===== config.mk =====
export PLATFORM = sky130hd
export DESIGN_NAME = sm3_hash_engine
export DESIGN_NICKNAME = d
export VERILOG_FILES = /design/src/rtl/sm3_pkg.sv /design/src/rtl/sm3_queue.sv /design/src/rtl/sm3_core.sv /design/src/rtl/sm3_hash_engine.sv
export SDC_FILE = /design/constraint.sdc
export NUM_CORES = 2
export LEC_CHECK = 0
export ABC_AREA = 1
export BUFFER_PORTS_ARGS = -buffer_cell sky130_fd_sc_hd__buf_4
export CAP_MARGIN = 20
export CORE_ASPECT_RATIO = 1.2
export CORE_UTILIZATION = 64
export CTS_BUF_LIST = sky130_fd_sc_hd__clkbuf_8
export CTS_CLUSTER_SIZE = 14
export DETAILED_ROUTE_END_ITERATION = 10
export PLACE_DENSITY = 0.82
export SETUP_SLACK_MARGIN = 0.5
export SLEW_MARGIN = 10
export SYNTH_ARGS = -nofsm -noshare
export SYNTH_HDL_FRONTEND = slang
export SYNTH_SLANG_ARGS = --single-unit

===== constraint.sdc =====
create_clock -name clk_i -period 16.7 [get_ports clk_i]
set_clock_uncertainty 0.1 [all_clocks]
set_input_delay 0.835 -clock clk_i [delete_from_list [all_inputs] [get_ports clk_i]]
set_output_delay 0.835 -clock clk_i [all_outputs]
set_load 0.005 [all_outputs]

===== src/rtl/sm3_pkg.sv =====
// ----------------------------------------------------------------------------
// SM3 package
// Shared types, constants and round functions of the SM3 hash engine.
// ----------------------------------------------------------------------------
`default_nettype none

package sm3_pkg;

  localparam logic [31:0] TjLow  = 32'h79CC4519;
  localparam logic [31:0] TjHigh = 32'h7A879D8A;
  localparam logic [7:0]  PadByte = 8'h80;

  localparam logic [255:0] InitVector = {
    32'h7380166F, 32'h4914B2B9, 32'h172442D7, 32'hDA8A0600,
    32'hA96F30BC, 32'h163138AA, 32'hE38DEE4D, 32'hB0FB0E4E
  };

  // Item held in the queue between front and back
  typedef struct packed {
    logic [31:0] word;
    logic [2:0]  count;
    logic        last;
  } item_t;

  function automatic logic [31:0] rol(input logic [31:0] x, input logic [4:0] n);
    logic [63:0] t;
    t = {x, x} << n;
    return t[63:32];
  endfunction

  function automatic logic [31:0] perm0(input logic [31:0] x);
    return x ^ rol(x, 5'd9) ^ rol(x, 5'd17);
  endfunction

  function automatic logic [31:0] perm1(input logic [31:0] x);
    return x ^ rol(x, 5'd15) ^ rol(x, 5'd23);
  endfunction

endpackage

`default_nettype wire


===== src/rtl/sm3_queue.sv =====
// ----------------------------------------------------------------------------
// SM3 input queue
// Two-entry queue between the input port and the hash core.
// ----------------------------------------------------------------------------
`default_nettype none

module sm3_queue (
  input  wire logic           clk_i,
  input  wire logic           rst_ni,
  input  wire logic           push_i,
  input  wire sm3_pkg::item_t push_item_i,
  output logic                full_o,
  output logic                valid_o,
  output sm3_pkg::item_t      item_o,
  input  wire logic           pop_i
);

  sm3_pkg::item_t mem_q [2];
  logic       wr_ptr_q, rd_ptr_q;
  logic [1:0] cnt_q;

  assign full_o  = (cnt_q == 2'd2);
  assign valid_o = (cnt_q != 2'd0);
  assign item_o  = mem_q[rd_ptr_q];

  // storage
  always_ff @(posedge clk_i) begin
    if (push_i) mem_q[wr_ptr_q] <= push_item_i;
  end

  // pointers and count
  always_ff @(posedge clk_i or negedge rst_ni) begin
    if (!rst_ni) begin
      wr_ptr_q <= 1'b0;
      rd_ptr_q <= 1'b0;
      cnt_q    <= 2'd0;
    end else begin
      if (push_i) wr_ptr_q <= ~wr_ptr_q;
      if (pop_i)  rd_ptr_q <= ~rd_ptr_q;
      cnt_q <= cnt_q + {1'b0, push_i} - {1'b0, pop_i};
    end
  end

endmodule

`default_nettype wire


===== src/rtl/sm3_core.sv =====
// ----------------------------------------------------------------------------
// SM3 core
// Byte packing, padding, 64-round compression with on-the-fly message
// expansion, and digest output.
// ----------------------------------------------------------------------------
`default_nettype none

module sm3_core (
  input  wire logic           clk_i,
  input  wire logic           rst_ni,
  input  wire logic           item_valid_i,
  input  wire sm3_pkg::item_t item_i,
  output logic                item_pop_o,
  output logic                valid_o,
  input  wire logic           stall_i,
  output logic [31:0]         digest_word_o,
  output logic [2:0]          word_index_o,
  output logic                last_word_o
);

  typedef enum logic [5:0] {
    StIdle = 6'b000001,
    StByte = 6'b000010,
    StPad  = 6'b000100,
    StLen  = 6'b001000,
    StComp = 6'b010000,
    StOut  = 6'b100000
  } state_e;

  state_e       state_q, state_d, ret_q;
  logic [31:0]  w_q [16];
  logic [255:0] cv_q;
  logic [255:0] v_q;
  logic [5:0]   fill_q;
  logic [63:0]  len_q;
  logic [2:0]   bidx_q;
  logic [5:0]   rnd_q;
  logic [2:0]   oidx_q;
  logic         out_v_q;
  logic [31:0]  out_w_q;
  logic [2:0]   out_i_q;

  logic [2:0]  cnt;
  logic [7:0]  byte_v;
  logic        put;
  logic [31:0] a, b, c, d, e, f, g, h, a12, ss1, ss2, ff, gg, tt1, tt2, tj, wn;
  logic        last_item;

  assign cnt       = (item_i.count > 3'd4) ? 3'd4 : item_i.count;
  assign last_item = item_i.last;

  // byte to be written this cycle
  always_comb begin
    put    = 1'b0;
    byte_v = 8'h00;
    case (state_q)
      StByte: begin
        put    = (bidx_q < cnt);
        byte_v = item_i.word[31 - 8*bidx_q -: 8];
      end
      StPad: begin
        put    = 1'b1;
        byte_v = (bidx_q == 3'd0) ? sm3_pkg::PadByte : 8'h00;
      end
      StLen: begin
        put    = 1'b1;
        byte_v = len_q[63 - 8*bidx_q -: 8];
      end
      default: ;
    endcase
  end

  // round datapath; w_q window holds W[j..j+15]
  always_comb begin
    a = v_q[255:224]; b = v_q[223:192]; c = v_q[191:160]; d = v_q[159:128];
    e = v_q[127:96];  f = v_q[95:64];   g = v_q[63:32];   h = v_q[31:0];
    tj  = (rnd_q < 6'd16) ? sm3_pkg::TjLow : sm3_pkg::TjHigh;
    a12 = sm3_pkg::rol(a, 5'd12);
    ss1 = sm3_pkg::rol(a12 + e + sm3_pkg::rol(tj, rnd_q[4:0]), 5'd7);
    ss2 = ss1 ^ a12;
    if (rnd_q < 6'd16) begin
      ff = a ^ b ^ c;
      gg = e ^ f ^ g;
    end else begin
      ff = (a & b) | (a & c) | (b & c);
      gg = (e & f) | (~e & g);
    end
    tt1 = ff + d + ss2 + (w_q[0] ^ w_q[4]);
    tt2 = gg + h + ss1 + w_q[0];
    wn  = sm3_pkg::perm1(w_q[0] ^ w_q[7] ^ sm3_pkg::rol(w_q[13], 5'd15))
          ^ sm3_pkg::rol(w_q[3], 5'd7) ^ w_q[10];
  end

  assign item_pop_o    = (state_q == StByte) && !(bidx_q < cnt) &&
                         !((fill_q == 6'd63) && put);
  assign valid_o       = out_v_q;
  assign digest_word_o = out_w_q;
  assign word_index_o  = out_i_q;
  assign last_word_o   = (out_i_q == 3'd7);

  // next state
  always_comb begin
    state_d = state_q;
    case (state_q)
      StIdle: if (item_valid_i) state_d = StByte;
      StByte: begin
        if (put && fill_q == 6'd63) state_d = StComp;
        else if (!(bidx_q < cnt)) state_d = last_item ? StPad : StIdle;
      end
      StPad: begin
        if (fill_q == 6'd63) state_d = StComp;
        else if (fill_q == 6'd55) state_d = StLen;
      end
      StLen:  if (fill_q == 6'd63) state_d = StComp;
      StComp: if (rnd_q == 6'd63) state_d = ret_q;
      StOut:  if (oidx_q == 3'd7 && !(out_v_q && stall_i)) state_d = StIdle;
      default: state_d = StIdle;
    endcase
  end

  // block store and round window
  always_ff @(posedge clk_i) begin
    if (put) begin
      if (fill_q[1:0] == 2'd0) w_q[fill_q[5:2]] <= {byte_v, 24'h0};
      else w_q[fill_q[5:2]][31 - 8*fill_q[1:0] -: 8] <= byte_v;
    end
    if (state_q == StComp) begin
      for (int i = 0; i < 15; i++) w_q[i] <= w_q[i+1];
      w_q[15] <= wn;
    end
    if (state_q == StComp) begin
      v_q <= {tt1, a, sm3_pkg::rol(b, 5'd9), c,
              sm3_pkg::perm0(tt2), e, sm3_pkg::rol(f, 5'd19), g};
    end else begin
      v_q <= cv_q;
    end
  end

  // control, chain value and output register
  always_ff @(posedge clk_i or negedge rst_ni) begin
    if (!rst_ni) begin
      state_q <= StIdle;
      ret_q   <= StIdle;
      cv_q    <= sm3_pkg::InitVector;
      fill_q  <= 6'd0;
      len_q   <= 64'd0;
      bidx_q  <= 3'd0;
      rnd_q   <= 6'd0;
      oidx_q  <= 3'd0;
      out_v_q <= 1'b0;
      out_w_q <= 32'h0;
      out_i_q <= 3'd0;
    end else begin
      state_q <= state_d;
      if (put) fill_q <= fill_q + 6'd1;
      if (state_q == StByte && put) len_q <= len_q + 64'd8;
      // byte position counter
      case (state_q)
        StByte: bidx_q <= (put && fill_q == 6'd63) ? bidx_q + 3'd1
                          : (state_d == StByte ? bidx_q + 3'd1 : 3'd0);
        StPad:  bidx_q <= (state_d == StLen) ? 3'd0 : 3'd1;
        StLen:  bidx_q <= bidx_q + 3'd1;
        StComp: bidx_q <= (ret_q == StPad) ? 3'd1 : bidx_q;
        default: bidx_q <= 3'd0;
      endcase
      // return point after compression
      if (state_d == StComp && state_q != StComp) begin
        case (state_q)
          StByte:  ret_q <= StByte;
          StPad:   ret_q <= StPad;
          default: ret_q <= StOut;
        endcase
      end
      if (state_q == StComp) begin
        rnd_q <= rnd_q + 6'd1;
        if (rnd_q == 6'd63) begin
          cv_q <= cv_q ^ {tt1, a, sm3_pkg::rol(b, 5'd9), c,
                          sm3_pkg::perm0(tt2), e, sm3_pkg::rol(f, 5'd19), g};
        end
      end
      // digest output
      if (out_v_q && !stall_i) out_v_q <= 1'b0;
      if (state_q == StOut && !(out_v_q && stall_i)) begin
        out_v_q <= 1'b1;
        out_w_q <= cv_q[255 - 32*oidx_q -: 32];
        out_i_q <= oidx_q;
        oidx_q  <= oidx_q + 3'd1;
        if (oidx_q == 3'd7) begin
          cv_q   <= sm3_pkg::InitVector;
          fill_q <= 6'd0;
          len_q  <= 64'd0;
        end
      end
    end
  end

endmodule

`default_nettype wire


===== src/rtl/sm3_hash_engine.sv =====
// ----------------------------------------------------------------------------
// SM3 hash engine
// Streams 32-bit big-endian message words, emits the eight digest words.
// ----------------------------------------------------------------------------
//  channel  | handshake          | payload
//  ---------+--------------------+-----------------------------------------
//  input    | valid_i / stall_o  | message_word_i, byte_count_i, is_last_i
//  output   | valid_o / stall_i  | digest_word_o, word_index_o, last_word_o
//
//  The packer takes each transaction through a start step, its bytes one at
//  a time and a release step; each full block adds a 64-round compression
//  at one round per cycle.
//  The final item adds padding bytes, one or two compressions and eight
//  digest words. A two-entry queue decouples the input from the core.
//  Reset restores the initial vector; no clearing pass is needed.
// ----------------------------------------------------------------------------
`default_nettype none

module sm3_hash_engine (
  input  wire logic        clk_i,
  input  wire logic        rst_ni,
  input  wire logic        valid_i,
  output logic             stall_o,
  input  wire logic [31:0] message_word_i,
  input  wire logic [2:0]  byte_count_i,
  input  wire logic        is_last_i,
  output logic             valid_o,
  input  wire logic        stall_i,
  output logic [31:0]      digest_word_o,
  output logic [2:0]       word_index_o,
  output logic             last_word_o
);

  sm3_pkg::item_t in_item, q_item;
  logic           q_full, q_valid, q_pop;

  assign in_item = '{word: message_word_i, count: byte_count_i, last: is_last_i};
  assign stall_o = q_full;

  sm3_queue u_queue (
    .clk_i       (clk_i),
    .rst_ni      (rst_ni),
    .push_i      (valid_i && !q_full),
    .push_item_i (in_item),
    .full_o      (q_full),
    .valid_o     (q_valid),
    .item_o      (q_item),
    .pop_i       (q_pop)
  );

  sm3_core u_core (
    .clk_i         (clk_i),
    .rst_ni        (rst_ni),
    .item_valid_i  (q_valid),
    .item_i        (q_item),
    .item_pop_o    (q_pop),
    .valid_o       (valid_o),
    .stall_i       (stall_i),
    .digest_word_o (digest_word_o),
    .word_index_o  (word_index_o),
    .last_word_o   (last_word_o)
  );

endmodule

`default_nettype wire


# Word-level counts from Yosys, hierarchy flattened
# Memory sizes are Yosys's and may differ from the RTL's.
# Index checks and enable logic that the tools add are counted.
# classes
add_sub_neg	20
multipliers	0
n_div	0
magnitude_cmp	3
n_eq_ne	18
n_shift	6
n_mux	81
n_bitwise	58
reduce_logical	21
# op_table
op	count
256-bit two-way mux	5
32-bit XOR	14
287-bit by 33-bit indexed part select with 32-bit output	1
32-bit adder	8
256-bit XOR	1
64-bit two-way mux	3
32-bit bitwise AND	5
32-bit two-way mux	5
32-bit OR	3
71-bit by 33-bit indexed part select with 8-bit output	1
6-bit two-way mux	11
64-bit by 4-bit adder with 64-bit output, second input constant	1
64-bit by 5-bit left shift with 64-bit output	1
1-bit two-way mux	44
8-bit by 34-bit variable shift with 39-bit output, first input constant	1
39-bit by 33-bit indexed part select with 8-bit output	1
8-bit by 34-bit indexed part select with 39-bit output	1
6-bit one-hot mux with 6 select lines	1
32-bit negator with 34-bit output	1
32-bit NOT	1
1-bit OR	32
32-bit OR reduction	1
26-bit two-way mux	1
6-bit == test, second input constant	4
34 further kinds	60
# totals
reg_bits	646
latch_bits	0
ramBits	584
rom_bits	0
out_inout_bits	38
memories	2
# memory_table
memory	words	width	rd	rd_ports_with_merged_regs	write_ports	line_no	source
u_core.w_q	16	32	16	0	16	sm3_core.sv:31	logic [31:0] w_q [16];
u_queue.mem_q	2	36	1	0	1	sm3_queue.sv:18	sm3_pkg::item_t mem_q [2];

# Depth between registers and ports, before layout
# logic_depth
depth_word	14
ltp_mapped	51
ltp_nobuf	50

# Cells and area by module
# Synthesis repeated with hierarchy kept, for this count alone.
# hier_totals
cells_unflattened	8108
hier_area_um2	68175.4
# modules_own_cells
module	instances	cells_per_inst	area_each_um2
sm3_core	1	7893	65142.5
sm3_queue	1	213	3022.9
sm3_hash_engine	1	2	10.0

# Worst setup path after synthesis
# Ideal clock, no wire load.
# synth_path
path_type	reg-to-reg
from	register u_core.rnd_q[5]
to	register u_core.cv_q[242]
setup_time_ns	0.119
arrival_ns	6.939
t_required_ns	16.481
setup_slack_ns	9.541
path_stages_with_launch	43
path_buffers	1
synth_period_minus_slack_ns	7.159
cell_sequence	dfrtp_1 nor2_1 inv_1 clkbuf_1 ha_1 nand2_1 nand2_1 a21boi_0 nand2_1 o21ai_0 nand2_1 o21ai_0 fa_1 ha_1 fa_1 nand3_1 nand2_1 a21oi_1 (+7 left out) fa_1 inv_1 fa_1 ha_1 nand2_1 nor3_1 nand2_1 nand2_1 nand2_1 nand2_1 nand2_1 nand2_1 nand2_1 nand2_1 xor2_1 nand4_1 nand2_1 nor2_1
# synth_between
elab_chain_cells	12
elab_cells_between_ends	15
# synth_lines
item	line_no	source
start: declaration	sm3_core.sv:37	logic [5:0] rnd_q;
start signal: assignment	sm3_core.sv:175	rnd_q <= rnd_q + 6'd1;
6-bit by 5-bit less-than comparator with 1-bit output	sm3_core.sv:77, sm3_core.sv:81	
26-bit two-way mux	sm3_core.sv:77	tj = (rnd_q < 6'd16) ? sm3_pkg::TjLow : sm3_pkg::TjHigh;
64-bit by 5-bit left shift with 64-bit output	sm3_pkg.sv:27	t = {x, x} << n;
32-bit adder	sm3_core.sv:79	ss1 = sm3_pkg::rol(a12 + e + sm3_pkg::rol(tj, rnd_q[4:0]), 5'd7);
32-bit XOR	sm3_core.sv:80	ss2 = ss1 ^ a12;
32-bit adder (2 in a row)	sm3_core.sv:88	tt1 = ff + d + ss2 + (w_q[0] ^ w_q[4]);
256-bit XOR	sm3_core.sv:177	cv_q <= cv_q ^ {tt1, a, sm3_pkg::rol(b, 5'd9), c,
256-bit two-way mux (*)	sm3_core.sv:176	if (rnd_q == 6'd63) begin
256-bit two-way mux (*)	sm3_core.sv:174	if (state_q == StComp) begin
256-bit two-way mux	sm3_core.sv:188	if (oidx_q == 3'd7) begin
256-bit two-way mux (*)	sm3_core.sv:183	if (state_q == StOut && !(out_v_q && stall_i)) begin
end signal: assignment	sm3_core.sv:144	cv_q <= sm3_pkg::InitVector;
end signal: assignment	sm3_core.sv:177	
end signal: assignment	sm3_core.sv:189	cv_q <= sm3_pkg::InitVector;
end: declaration	sm3_core.sv:32	logic [255:0] cv_q;
# Mark *: on every way between the ends. The rest lies on a longest branch, timed or not.
# A chain may end at the register's enable or synchronous reset.

# Final worst setup path
# layout_path
from	register u_core.rnd_q[4]
to	register u_core.cv_q[117]
# layout_between
elab_chain_cells	13
elab_cells_between_ends	16
# layout_lines
item	line_no	source
6-bit by 5-bit less-than comparator with 1-bit output	sm3_core.sv:77, sm3_core.sv:81	
26-bit two-way mux	sm3_core.sv:77	
64-bit by 5-bit left shift with 64-bit output	sm3_pkg.sv:27	
32-bit adder	sm3_core.sv:79	
32-bit adder (2 in a row)	sm3_core.sv:89	tt2 = gg + h + ss1 + w_q[0];
32-bit XOR (2 in a row)	sm3_pkg.sv:32	return x ^ rol(x, 5'd9) ^ rol(x, 5'd17);
256-bit XOR	sm3_core.sv:177	
256-bit two-way mux (*)	sm3_core.sv:176	
256-bit two-way mux (*)	sm3_core.sv:174	
256-bit two-way mux	sm3_core.sv:188	
256-bit two-way mux (*)	sm3_core.sv:183	
# Marked as above.

==> results.toml <==
[outcome]
outcome = "completed"

[global_route]
grt_pass1_vias = 57800
track_usage_pct = 45.6
grt_antenna_before_repair = 5
overflow = 0
grt_max_degree = 232
grt_pass1_wl_mm = 362

[timing]
setup_viol = 0
holdWs_ns = 0.236
fmax_mhz = 98.2
period_share_pct = 60.9
period_minus_slack_ns = 10.18
worst_pin_slew_ns = 1.26
final.setup.tns_ns = 0
slew_violations = 0
worst_slew_margin_rel_pct = 15.5
hold_viol = 0
rsz0062_at_grt = "false"

[die]
fp-row-count = 131
die_width_um = 300
core-area_um2 = 106000
die_h_um = 360
start_util_pct = 64.4
dieArea_um2 = 108000
num_io_pins = 78

[power_and_ir_drop]
ir_worst_vdd_uv = 120
power.density_nw_per_um2 = 91.9
cellLeakagePower_nw = 34.9

[detailed_routing]
via_per_inst = 6.16
wl_per_cell_um = 25.3
firstDrtPassIters = 8
drtIter0Drc = 8412
wl_mm = 248
drc_errors = 0
route.vias.total = 60400
ant_nets = 0

[cts]
cts_max_level = 4
hold_buffers = 37
post_cts_buffers = 0
cts_tree = "yes"
path_clk_slew_ns = 0.06
cts-resized-gates = 0
clk_latency_ns = 1.00
clockBufferDepth = 3
cts.sinks = 1225
cts_buffers = 185
root_buffer = "clkbuf_8"

[critical_path]
reg2reg_to = "u_core.cv_q[117]"
start_kind = "flip-flop"
endpoint_kind = "flip-flop"
crit_required_ns = 17.45
critPathTopFamily = "adder cells"
critical_path_class = "reg2reg"
slowest_delay_ns = 0.76
worstPathArrival_ns = 10.93
rr_startpoint = "u_core.rnd_q[4]"
path_buf_inv = 7
cp_common_cell = "nand2_1"
reg2regPathDepth = 37
cpMaxStageDelayCell = "o21ai_0"
r2r_slack_ns = 6.52
critPathMaxFanout = 64

[cells_and_area]
seqCellArea_um2 = 32500
nets = 8568
num-fill-cells = 7818
layout_commonest_cell = "nand2_1"
drive_above_1_share_pct = 7.83
fin_util_pct = 70.2
fin_area_um2 = 74500
multi_input_area_um2 = 31300
synthToLayoutAreaGrowth_pct = 8.94
final_cell_mix = "2,441 x nand2_1, 909 x o21ai_0, 904 x inv_1, 584 x edfxtp_1, 470 x nand3_1"
stdcell_count = 9793

[logic_synthesis]
syn_area_per_cell_um2 = 8.37
synthesis.area_um2 = 68400
syn-num-nets = 8515
synth_warnings = 0
synth_edf_count = 584
yosysUniqueCellTypes = 54
synthCells = 8176
ys_top_cells_by_area = "edfxtp_1 26%, nand2_1 13%, dfrtp_1 9.7%"
seq_area_frac_synth_pct = 47.4
synth-main-ff-cell = "edfxtp_1"
async_reset_ff_share_pct = 31.4
synth-seq-cells = 1225
synth_top_area_cell = "edfxtp_1"
netlist.area_leader.share_pct = 25.6

[place]
placed_cells = 9379
portBuffers = 77
placedInstanceArea_um2 = 70100
hpwl_mm = 181
globalplace.congestion = 1.06

[hold_path]
min_path_cells = 3
hold-path-endpoint = "u_core.valid_o"
min-delay-start = "stall_i"
hp-class = "in2reg"

[run]
cap_violations = 0
-- synthesized netlist by cell type (28+ instances only) --
| library cell | count |
|---|---|
| a21oi_1 | 281 |
| a31oi_1 | 36 |
| buf_2 | 28 |
| clkbuf_1 | 307 |
| dfrtp_1 | 264 |
| dfstp_2 | 121 |
| dfxtp_1 | 256 |
| edfxtp_1 | 584 |
| fa_1 | 188 |
| ha_1 | 111 |
| inv_1 | 852 |
| mux2i_1 | 35 |
| nand2_1 | 2441 |
| nand3_1 | 470 |
| nand4_1 | 104 |
| nor2_1 | 410 |
| nor3_1 | 66 |
| o211ai_1 | 93 |
| o21ai_0 | 916 |
| xnor2_1 | 119 |
| xor2_1 | 280 |
-- routing by layer --
layer	share of wire (%)	GRT usage, %
met1	35	55.2
met2	44	70.1
met5	0.0073	0
met4	10	37.6
met3	11	9.87
-- registers in the layout, summed over array words and instances, names as in the netlist, 2 cells and up --
signal                count
u_core.len_q             61
u_core.digest_word_o     32
u_core.cv_q             256
u_core.bidx_q             3
u_core.rnd_q              6
u_core.state_q            6
u_core.oidx_q             3
u_queue.cnt_q             2
u_queue.mem_q            72
u_core.word_index_o       3
u_core.ret_q              4
u_core.w_q              512
u_core.v_q              256
u_core.fill_q             6
-- report_power, final --
part           internal [mW]  switching (mW)
logic                  0.225           0.652
registers               3.26          0.0690
clock network           1.35            1.29
-- how the worst max path moves through the flow --
stage                                   to            start  slack, ns  cells after the start
after floorplan           u_core.cv_q[242]  u_core.rnd_q[5]       9.54                     42
after global placement    u_core.cv_q[118]  u_core.rnd_q[4]       6.90                     43
after detailed placement  u_core.cv_q[118]  u_core.rnd_q[4]       6.88                     39
after CTS                 u_core.cv_q[118]  u_core.rnd_q[4]       6.77                     43
after global routing      u_core.cv_q[114]  u_core.rnd_q[4]       5.94                     47
final                     u_core.cv_q[117]  u_core.rnd_q[4]       6.52                     37
-- cells by family (layout without fill, tap and decap cells) --
| group | count (synthesis) | in the layout | share of synthesized area (%) |
|---|---|---|---|
| xor gates and xnor gates | 401 | 401 | 5.17 |
| adders and majority gates | 299 | 299 | 7.53 |
| AOI/OAI and AO/OA | 1403 | 1403 | 10.9 |
| other | 0 | 10 | 0 |
| and+or+nand+nor | 3583 | 3583 | 21.6 |
| buffers and inverters | 1230 | 1441 | 6.86 |
| muxes | 35 | 35 | 0.512 |
| DFF | 1225 | 1225 | 47.4 |
-- final cells by class --
| class | count | share of cell area (%) |
|---|---|---|
| antenna | 10 | 0.0336 |
| timing repair buffer | 230 | 2.42 |
| sequential | 1225 | 43.5 |
| clock inverter | 131 | 1.31 |
| multi-input combinational | 5721 | 42.0 |
| clock buffer | 214 | 3.95 |
| inverter | 866 | 4.38 |
| tap | 1396 | 2.34 |
-- tightest hold or removal path: stages --
cell     delay (ns)
buf_4          0.08
nand2_1        0.13
nand2_1        0.19
-- metrics by stage --
stage	setup slack [ns]	total power, mW
after floorplan	9.54	3.90
after global placement	6.90	4.18
after detailed placement	6.88	4.21
final	6.52	6.85
after global routing	5.94	7.03
after CTS	6.77	6.79
No activity file was read; power rests on OpenSTA's default activity.
